## src/design/ata_tfb_pkg.sv

```systemverilog
// Package with the word types, codes and constants of the ATA task-file builder.
`default_nettype none
package ata_tfb_pkg;

  localparam int unsigned LBA_W   = 32;
  localparam int unsigned CNT_W   = 8;
  localparam int unsigned LBA28_W = 28;

  // Reciprocal of 63 scaled by 2^34; exact quotient for every 28-bit dividend.
  localparam int unsigned  RECIP_SHIFT = 34;
  localparam int unsigned  RECIP_W     = 29;
  localparam logic [28:0]  RECIP63     = 29'd272696337;
  localparam int unsigned  QUOT_W      = 22;

  localparam logic [1:0] ST_OK       = 2'd0;
  localparam logic [1:0] ST_NO_DRIVE = 2'd1;
  localparam logic [1:0] ST_RANGE    = 2'd2;
  localparam logic [1:0] ST_NOT_ATA  = 2'd3;

  localparam logic [1:0] MODE_CHS   = 2'd0;
  localparam logic [1:0] MODE_LBA28 = 2'd1;
  localparam logic [1:0] MODE_LBA48 = 2'd2;

  localparam logic [7:0] DEVHEAD_CHS = 8'hA0;
  localparam logic [7:0] DEVHEAD_LBA = 8'hE0;

  localparam logic [7:0] CMD_READ       = 8'h20;
  localparam logic [7:0] CMD_READ_EXT   = 8'h24;
  localparam logic [7:0] CMD_WRITE      = 8'h30;
  localparam logic [7:0] CMD_WRITE_EXT  = 8'h34;
  localparam logic [7:0] CMD_FLUSH      = 8'hE7;
  localparam logic [7:0] CMD_FLUSH_EXT  = 8'hEA;
  localparam logic [7:0] CMD_NONE       = 8'h00;

  typedef struct packed {
    logic              op;
    logic [LBA_W-1:0]  lba;
    logic [CNT_W-1:0]  sector_count;
    logic              device_bit;
    logic              lba_capable;
    logic [LBA_W-1:0]  disk_size;
    logic              drive_present;
    logic              drive_is_ata;
  } req_t;

  typedef struct packed {
    logic [1:0] status;
    logic [1:0] mode;
    logic [7:0] device_head;
    logic [7:0] count_byte;
    logic [7:0] addr_byte0;
    logic [7:0] addr_byte1;
    logic [7:0] addr_byte2;
    logic [7:0] addr_byte3;
    logic [7:0] command;
    logic [7:0] flush_command;
  } res_t;

  typedef struct packed {
    logic [5:0]  sector;
    logic [3:0]  head;
    logic [15:0] cylinder;
  } chs_t;

endpackage
`default_nettype wire

```

## src/design/ata_tfb_req_if.sv

```systemverilog
// Request channel interface: valid, ready and one request word.
`default_nettype none
interface ata_tfb_req_if;
  import ata_tfb_pkg::*;
  logic valid;
  logic ready;
  req_t data;
  modport source (output valid, output data, input ready);
  modport sink (input valid, input data, output ready);
endinterface
`default_nettype wire

```

## src/design/ata_tfb_res_if.sv

```systemverilog
// Result channel interface: valid, ready and one task-file word.
`default_nettype none
interface ata_tfb_res_if;
  import ata_tfb_pkg::*;
  logic valid;
  logic ready;
  res_t data;
  modport source (output valid, output data, input ready);
  modport sink (input valid, input data, output ready);
endinterface
`default_nettype wire

```

## src/design/ata_tfb_chs.sv

```systemverilog
// Splits a 28-bit sector address into CHS sector, head and cylinder.
`default_nettype none
module ata_tfb_chs (
  input  logic [ata_tfb_pkg::LBA28_W-1:0] lba28,
  output ata_tfb_pkg::chs_t               chs
);
  import ata_tfb_pkg::*;

  localparam int unsigned PROD_W = LBA28_W + RECIP_W;

  logic [PROD_W-1:0] prod;
  logic [QUOT_W-1:0] quot;
  logic [5:0]        rem;

  // The track index is lba / 63; its low four bits are the head and bits 19:4
  // are the cylinder. The remainder only needs the low six bits of each term.
  assign prod = PROD_W'(lba28) * PROD_W'(RECIP63);
  assign quot = prod[RECIP_SHIFT +: QUOT_W];
  assign rem  = lba28[5:0] + quot[5:0];

  assign chs.sector   = rem + 6'd1;
  assign chs.head     = quot[3:0];
  assign chs.cylinder = quot[19:4];

endmodule
`default_nettype wire

```

## src/design/ata_tfb_calc.sv

```systemverilog
// Checks one request and builds its task-file word.
`default_nettype none
module ata_tfb_calc (
  input  ata_tfb_pkg::req_t req,
  output ata_tfb_pkg::res_t res
);
  import ata_tfb_pkg::*;

  logic [LBA_W:0] end_sector;
  logic           range_err;
  logic           use_lba48;
  chs_t           chs;
  logic [1:0]     mode;
  logic [7:0]     base;
  logic [3:0]     head;
  logic [7:0]     b0;
  logic [7:0]     b1;
  logic [7:0]     b2;
  logic [7:0]     b3;

  ata_tfb_chs u_chs (
    .lba28 (req.lba[LBA28_W-1:0]),
    .chs   (chs)
  );

  assign end_sector = {1'b0, req.lba} + (LBA_W+1)'(req.sector_count);
  assign range_err  = end_sector > {1'b0, req.disk_size};
  assign use_lba48  = |req.lba[LBA_W-1:LBA28_W];

  always_comb begin
    if (use_lba48) begin
      mode = MODE_LBA48;
      base = DEVHEAD_LBA;
      head = 4'd0;
      b0   = req.lba[7:0];
      b1   = req.lba[15:8];
      b2   = req.lba[23:16];
      b3   = req.lba[31:24];
    end else if (req.lba_capable) begin
      mode = MODE_LBA28;
      base = DEVHEAD_LBA;
      head = req.lba[27:24];
      b0   = req.lba[7:0];
      b1   = req.lba[15:8];
      b2   = req.lba[23:16];
      b3   = 8'd0;
    end else begin
      mode = MODE_CHS;
      base = DEVHEAD_CHS;
      head = chs.head;
      b0   = {2'b00, chs.sector};
      b1   = chs.cylinder[7:0];
      b2   = chs.cylinder[15:8];
      b3   = 8'd0;
    end
  end

  always_comb begin
    res = '0;
    if (!req.drive_present) begin
      res.status = ST_NO_DRIVE;
    end else if (!req.drive_is_ata) begin
      res.status = ST_NOT_ATA;
    end else if (range_err) begin
      res.status = ST_RANGE;
    end else begin
      res.status      = ST_OK;
      res.mode        = mode;
      res.device_head = base | {3'b000, req.device_bit, head};
      res.count_byte  = req.sector_count;
      res.addr_byte0  = b0;
      res.addr_byte1  = b1;
      res.addr_byte2  = b2;
      res.addr_byte3  = b3;
      if (req.op) begin
        res.command       = use_lba48 ? CMD_WRITE_EXT : CMD_WRITE;
        res.flush_command = use_lba48 ? CMD_FLUSH_EXT : CMD_FLUSH;
      end else begin
        res.command       = use_lba48 ? CMD_READ_EXT : CMD_READ;
        res.flush_command = CMD_NONE;
      end
    end
  end

endmodule
`default_nettype wire

```

## src/design/ata_taskfile_builder.sv

```systemverilog
// Top level of the ATA task-file builder: request register, build logic, result register.
//
// A request word on in_req carries the direction, starting sector, sector count
// and the attributes of the addressed drive. For each accepted request exactly
// one result word appears on out_res, in order: a status code and, when the
// status is ok, the task-file bytes with the read or write opcode and, for a
// write, the cache-flush opcode. A word moves when valid and ready are both
// high at a rising edge of clk.
// The request is registered at the edge that accepts it, and the checks, the CHS
// split and the byte selection run in one pass from the request register into
// the result register. Throughput is one word per cycle while out_res does not
// stall; the longest path is the multiply by the reciprocal of 63 that gives
// the track index in CHS mode.
// When out_res stalls, the result register holds its word and one more request
// is still taken into the request register; in_req.ready falls only when both
// are full. A synchronous reset (rst_n low) empties both registers, so no
// result is valid after reset.
`default_nettype none
module ata_taskfile_builder (
  input  logic                 clk,
  input  logic                 rst_n,
  ata_tfb_req_if.sink          in_req,
  ata_tfb_res_if.source        out_res
);
  import ata_tfb_pkg::*;

  logic s1_vld_r;
  logic s1_vld_nxt;
  req_t s1_req_r;
  logic out_vld_r;
  logic out_vld_nxt;
  res_t out_res_r;
  res_t calc_res;
  logic in_acc;
  logic s2_adv;

  ata_tfb_calc u_calc (
    .req (s1_req_r),
    .res (calc_res)
  );

  assign s2_adv       = !out_vld_r || out_res.ready;
  assign in_req.ready = !s1_vld_r || s2_adv;
  assign in_acc       = in_req.valid && in_req.ready;

  assign s1_vld_nxt  = in_acc ? 1'b1 : (s2_adv ? 1'b0 : s1_vld_r);
  assign out_vld_nxt = s2_adv ? s1_vld_r : out_vld_r;

  always_ff @(posedge clk) begin
    if (!rst_n) begin
      s1_vld_r  <= 1'b0;
      out_vld_r <= 1'b0;
    end else begin
      s1_vld_r  <= s1_vld_nxt;
      out_vld_r <= out_vld_nxt;
    end
  end

  always_ff @(posedge clk) begin
    if (in_acc) begin
      s1_req_r <= in_req.data;
    end
    if (s2_adv) begin
      out_res_r <= calc_res;
    end
  end

  assign out_res.valid = out_vld_r;
  assign out_res.data  = out_res_r;

  a_ready_only_when_full: assert property (@(posedge clk) disable iff (!rst_n)
    !in_req.ready |-> (s1_vld_r && out_vld_r))
    else $error("Request side stalled with a free register.");

  a_stalled_word_kept: assert property (@(posedge clk) disable iff (!rst_n)
    (s1_vld_r && out_vld_r && !out_res.ready) |=> s1_vld_r)
    else $error("Pending request dropped while the result was stalled.");

  a_error_no_command: assert property (@(posedge clk) disable iff (!rst_n)
    (out_res.valid && out_res.data.status != ST_OK) |->
      (out_res.data.command == CMD_NONE && out_res.data.flush_command == CMD_NONE))
    else $error("Command issued with an error status.");

  a_lba48_ext_command: assert property (@(posedge clk) disable iff (!rst_n)
    (out_res.valid && out_res.data.mode == MODE_LBA48) |->
      (out_res.data.command == CMD_READ_EXT || out_res.data.command == CMD_WRITE_EXT))
    else $error("LBA48 result without an extended command.");

endmodule
`default_nettype wire

```

## src/flat_wrapper.sv

```systemverilog
// flat-port wrapper written by rule: the top's interface ports become plain ports
module ata_taskfile_builder_flat import ata_tfb_pkg::*;
  (clk, rst_n, in_req_valid, in_req_data, in_req_ready, out_res_valid, out_res_data, out_res_ready);
  ata_tfb_req_if in_req_i ();
  ata_tfb_res_if out_res_i ();
  input  logic clk;
  input  logic rst_n;
  input wire logic [$bits(in_req_i.valid)-1:0] in_req_valid;
  input wire logic [$bits(in_req_i.data)-1:0] in_req_data;
  output wire logic [$bits(in_req_i.ready)-1:0] in_req_ready;
  output wire logic [$bits(out_res_i.valid)-1:0] out_res_valid;
  output wire logic [$bits(out_res_i.data)-1:0] out_res_data;
  input wire logic [$bits(out_res_i.ready)-1:0] out_res_ready;
  assign in_req_i.valid = in_req_valid;
  assign in_req_i.data = in_req_data;
  assign in_req_ready = in_req_i.ready;
  assign out_res_valid = out_res_i.valid;
  assign out_res_data = out_res_i.data;
  assign out_res_i.ready = out_res_ready;
  ata_taskfile_builder u_core (.clk(clk), .rst_n(rst_n), .in_req(in_req_i), .out_res(out_res_i));
endmodule
```

## config.mk

```make
export PLATFORM = sky130hd
export DESIGN_NAME = ata_taskfile_builder_flat
export DESIGN_NICKNAME = d
export VERILOG_FILES = /design/src/design/ata_tfb_pkg.sv /design/src/design/ata_tfb_req_if.sv /design/src/design/ata_tfb_res_if.sv /design/src/design/ata_tfb_chs.sv /design/src/design/ata_tfb_calc.sv /design/src/design/ata_taskfile_builder.sv /design/src/flat_wrapper.sv
export SDC_FILE = /design/constraint.sdc
export NUM_CORES = 1
export LEC_CHECK = 0
export BUFFER_PORTS_ARGS = -buffer_cell sky130_fd_sc_hd__buf_2
export CORE_MARGIN = 2
export CORE_UTILIZATION = 25
export CTS_CLUSTER_SIZE = 14
export DETAILED_ROUTE_END_ITERATION = 6
export SYNTH_ARGS = -nofsm -noshare
export SYNTH_HDL_FRONTEND = slang
export SYNTH_SLANG_ARGS = --single-unit
```

## constraint.sdc

```tcl
create_clock -name clk -period 7.58 [get_ports clk]
set_input_delay 0.758 -clock clk [delete_from_list [all_inputs] [get_ports clk]]
set_output_delay 0.758 -clock clk [all_outputs]
set_load 0.1 [all_outputs]
```

==> impl_metrics.ini <==
[synthesis]
synth-xor-area-share = 0.0318
ys_seq_elements = 134
ys_types = 65
synth_mux_area_frac = 0.00602
synthSimpleGateAreaFrac = 0.113
syn_area_mm2 = 0.0118
synth_compound_area_frac = 0.112
synth_fa_ha_area_frac = 0.330
synth.avg_cell_area_um2 = 10.5
synth-edff-count = 132
yosys_warnings = 0
netlist_instances = 1127
seq_area_frac_synth = 0.338
synth_top_family_by_area = adder cells
async_flop_share = 0
synth_top_flop_cell = edfxtp_1

[drt]
drt_iter0_drc = 615
wl_um = 33300
vias_per_cell = 4.70
wl_per_cell_um = 17.5
routed-via-count = 8923
drc = 4
dr.pass1.iters = 7
drtAntennaViolNets = 0

[clocking]
cts_hold_buffers = 0
cts_buffers = 17
root_buffer = clkbuf_16
clk-insertion-delay-late_ps = 420
cts_tree = built
cts_resized = 0
clkTransAtPathRegs_ps = 60
postCtsSetupBuffers = 0
cts-htree-levels = 4
cts.path.max_buffers = 2
clkSinkCount = 134

[power_and_ir_drop]
p_clk_frac = 0.191
p_sw_frac = 0.463
powerDensity_mw_per_mm2 = 279
p_comb_frac = 0.572
irDropWorstVdd_mv = 0.173
seqPwrFrac = 0.238
total_leakage_power_nw = 6.76
switchingPower_mw = 1.78
p_int_mw = 2.06

[layout]
multi_input_area_mm2 = 0.00704
num-fill-cells = 4887
register_area_mm2 = 0.00400
area_delta_synth_final_pct = 16.4
drive_gt1_frac = 0.155
antenna-diode-count = 0
layout.nets = 1635

[critical_path]
r2r_slack_ps = 780
r2r_end = u_core.out_res.data[45]$_SDFFCE_PP0P_
cp-start-kind = register
criticalPathCategory = reg -> reg
rr_worst_depth = 26
cp-end-kind = register
rr_startpoint = u_core.s1_req_r[64]$_DFFE_PP_
cp.required_ps = 7760
cp.arrival_ps = 6970
worstPathMaxFanout = 6

[worst_hold_path]
holdPathEnd = u_core.out_res.valid$_SDFFE_PN0P_
min_path_cells = 1
min-delay-start = u_core.s1_vld_r$_SDFFE_PN0P_
hold_path_class = reg -> reg

[timing]
max_slew_margin = 0.282
worst_slew_pin_slew_ps = 1080
setup_tns_ps = 0
grt_setup_unrepaired = false
min_period_ps = 6800
timing.fmax_mhz = 147
finalSetupViolations = 0
finalHoldViolCount = 0
finClkSkew_ps = 11.7
finalMaxSlewViolations = 0
period_share = 0.897
timing.hold.ws_ps = 498

[place]
dp_hpwl_um = 26800
io_buffers = 144
gp_congestion = 0.902

[floorplanning]
io_pins = 151
fp.dieW_um = 222
die_h_um = 222
die_area_mm2 = 0.0491
core_mm2 = 0.0467
rows = 79
start_util = 0.254

[run_status]
violations = design-rule violations
status = finished with violations

[grt]
grt_pass1_vias = 9080
grt_overflow_total = 0
gr-usage-all-layers = 0.136
grt_max_degree = 78
grt_antenna_before_repair = 1
grt_pass1_wl_um = 51800

[flow_run]
maxCapViolations = 0
==> layout make-up <==
| type | count | share of cell area |
|---|---|---|
| Clock buffer | 19 | 0.0314 |
| Clock inverter | 12 | 0.00599 |
| Inverter | 175 | 0.0478 |
| Multi-Input combinational cell | 795 | 0.511 |
| Sequential cell | 134 | 0.291 |
| Tap cell | 607 | 0.0551 |
| Timing Repair Buffer | 155 | 0.0583 |
==> through the flow <==
stage               power [mW]  instances  instance area, um^2  utilization  setup slack [ps]
floorplan                 2.54       1132                11900            -              1510
global route              4.14       1897                13800        0.295               350
global placement          3.08       1866                13300        0.284               944
finish                    3.84       1897                13800        0.295               784
CTS                       3.86       1897                13800        0.295               831
detailed placement        3.09       1866                13300        0.284               842
==> Yosys cell counts (all sizes together), types with 4 or more instances <==
master,n,area share
nor3,12,0.0055
a21o,35,0.022
xor2,14,0.010
clkbuf,11,0.0035
edfxtp,132,0.33
o21ai,36,0.015
and3,24,0.013
ha,216,0.23
fa,60,0.10
xnor2,29,0.021
nand2b,4,0.0021
nor4,7,0.0037
buf,17,0.010
inv,174,0.055
a211o,4,0.0030
nand3,29,0.013
o21a,4,0.0025
nor2b,11,0.0058
or3,4,0.0021
and4,4,0.0030
o21bai,7,0.0044
o211ai,6,0.0038
nand4,17,0.0090
nand2,66,0.021
nor2,40,0.013
a21oi,71,0.030
mux2i,6,0.0051
or2,4,0.0021
and2,22,0.012
a211oi,10,0.0068
a31oi,8,0.0042
==> cell usage in the layout, fill, tap and decap left out, types with 8 or more instances in the layout <==
master	instances
xor2_1	14
nor2b_1	11
a31oi_1	8
nor2_1	40
o21ai_0	34
a21oi_1	71
and2_1	21
a21o_1	35
inv_1	173
fa_1	60
nand2_1	66
edfxtp_1	132
nand3_1	28
and3_1	24
clkbuf_16	17
buf_2	144
nor3_1	11
a211oi_1	9
xnor2_1	29
buf_4	11
nand4_1	17
ha_1	216
==> flip-flops by register name, summed over array words and instances (netlist names) <==
| signal | cells |
|---|---|
| u_core.s1_vld_r | 1 |
| u_core.out_res.valid | 1 |
| u_core.out_res.data | 55 |
| u_core.s1_req_r | 77 |
==> logic make-up after synthesis <==
kind of cell | Yosys count
AO/OA/AOI/OAI | 207
XOR/XNOR | 43
adder cells (fa/ha/maj) | 276
buffers and inverters | 203
flip-flops | 134
multiplexers | 7
other | 1
AND/OR/NAND/NOR | 256
==> power by group through the flow <==
stage / clock network (mW) / logic [mW] / registers [mW]
finish: 0.733 / 2.20 / 0.913
global route: 0.781 / 2.44 / 0.918
CTS: 0.758 / 2.18 / 0.913
detailed placement: 0 / 2.16 / 0.928
global placement: 0 / 2.15 / 0.926
floorplan: 0 / 1.46 / 1.08
==> worst max-delay path by stage <==
| stage | startpoint | end | slack [ps] | cells after the start |
|---|---|---|---|---|
| after floorplan | u_core.s1_req_r[64]$_DFFE_PP_ | u_core.out_res.data[45]$_SDFFCE_PP0P_ | 1510 | 26 |
| after global placement | u_core.s1_req_r[64]$_DFFE_PP_ | u_core.out_res.data[45]$_SDFFCE_PP0P_ | 940 | 26 |
| after detailed placement | u_core.s1_req_r[64]$_DFFE_PP_ | u_core.out_res.data[45]$_SDFFCE_PP0P_ | 840 | 26 |
| after CTS | u_core.s1_req_r[64]$_DFFE_PP_ | u_core.out_res.data[45]$_SDFFCE_PP0P_ | 830 | 26 |
| after global routing | u_core.s1_req_r[64]$_DFFE_PP_ | u_core.out_res.data[45]$_SDFFCE_PP0P_ | 350 | 26 |
| final | u_core.s1_req_r[64]$_DFFE_PP_ | u_core.out_res.data[45]$_SDFFCE_PP0P_ | 780 | 26 |
==> layer usage <==
metal / vias up / share of wire / global-route usage
li1: 4288 / - / -
met1: 4319 / 0.46 / 0.183
met2: 285 / 0.46 / 0.218
met3: 31 / 0.072 / 0.0386
met4: 0 / 0.013 / 0.0292
met5: - / 0 / 0
==> worst max-delay path: stages (launching register included) <==
cell and delay, ps:
edfxtp_1 490, ha_1 380, fa_1 550, inv_1 90, fa_1 510, inv_1 50
fa_1 530, inv_1 50, fa_1 530, inv_1 50, ha_1 330, a21oi_1 190
o21ai_0 150, a31oi_1 150, and3_1 170, a211o_1 220, nand2_1 90, xnor2_1 440
inv_1 100, ha_1 280, nor2b_1 130, o21ai_0 210, a21oi_1 130, o21ai_0 230
a21oi_1 100, mux2_2 280, mux2i_1 110
No activity file was read; power rests on OpenSTA's default activity.
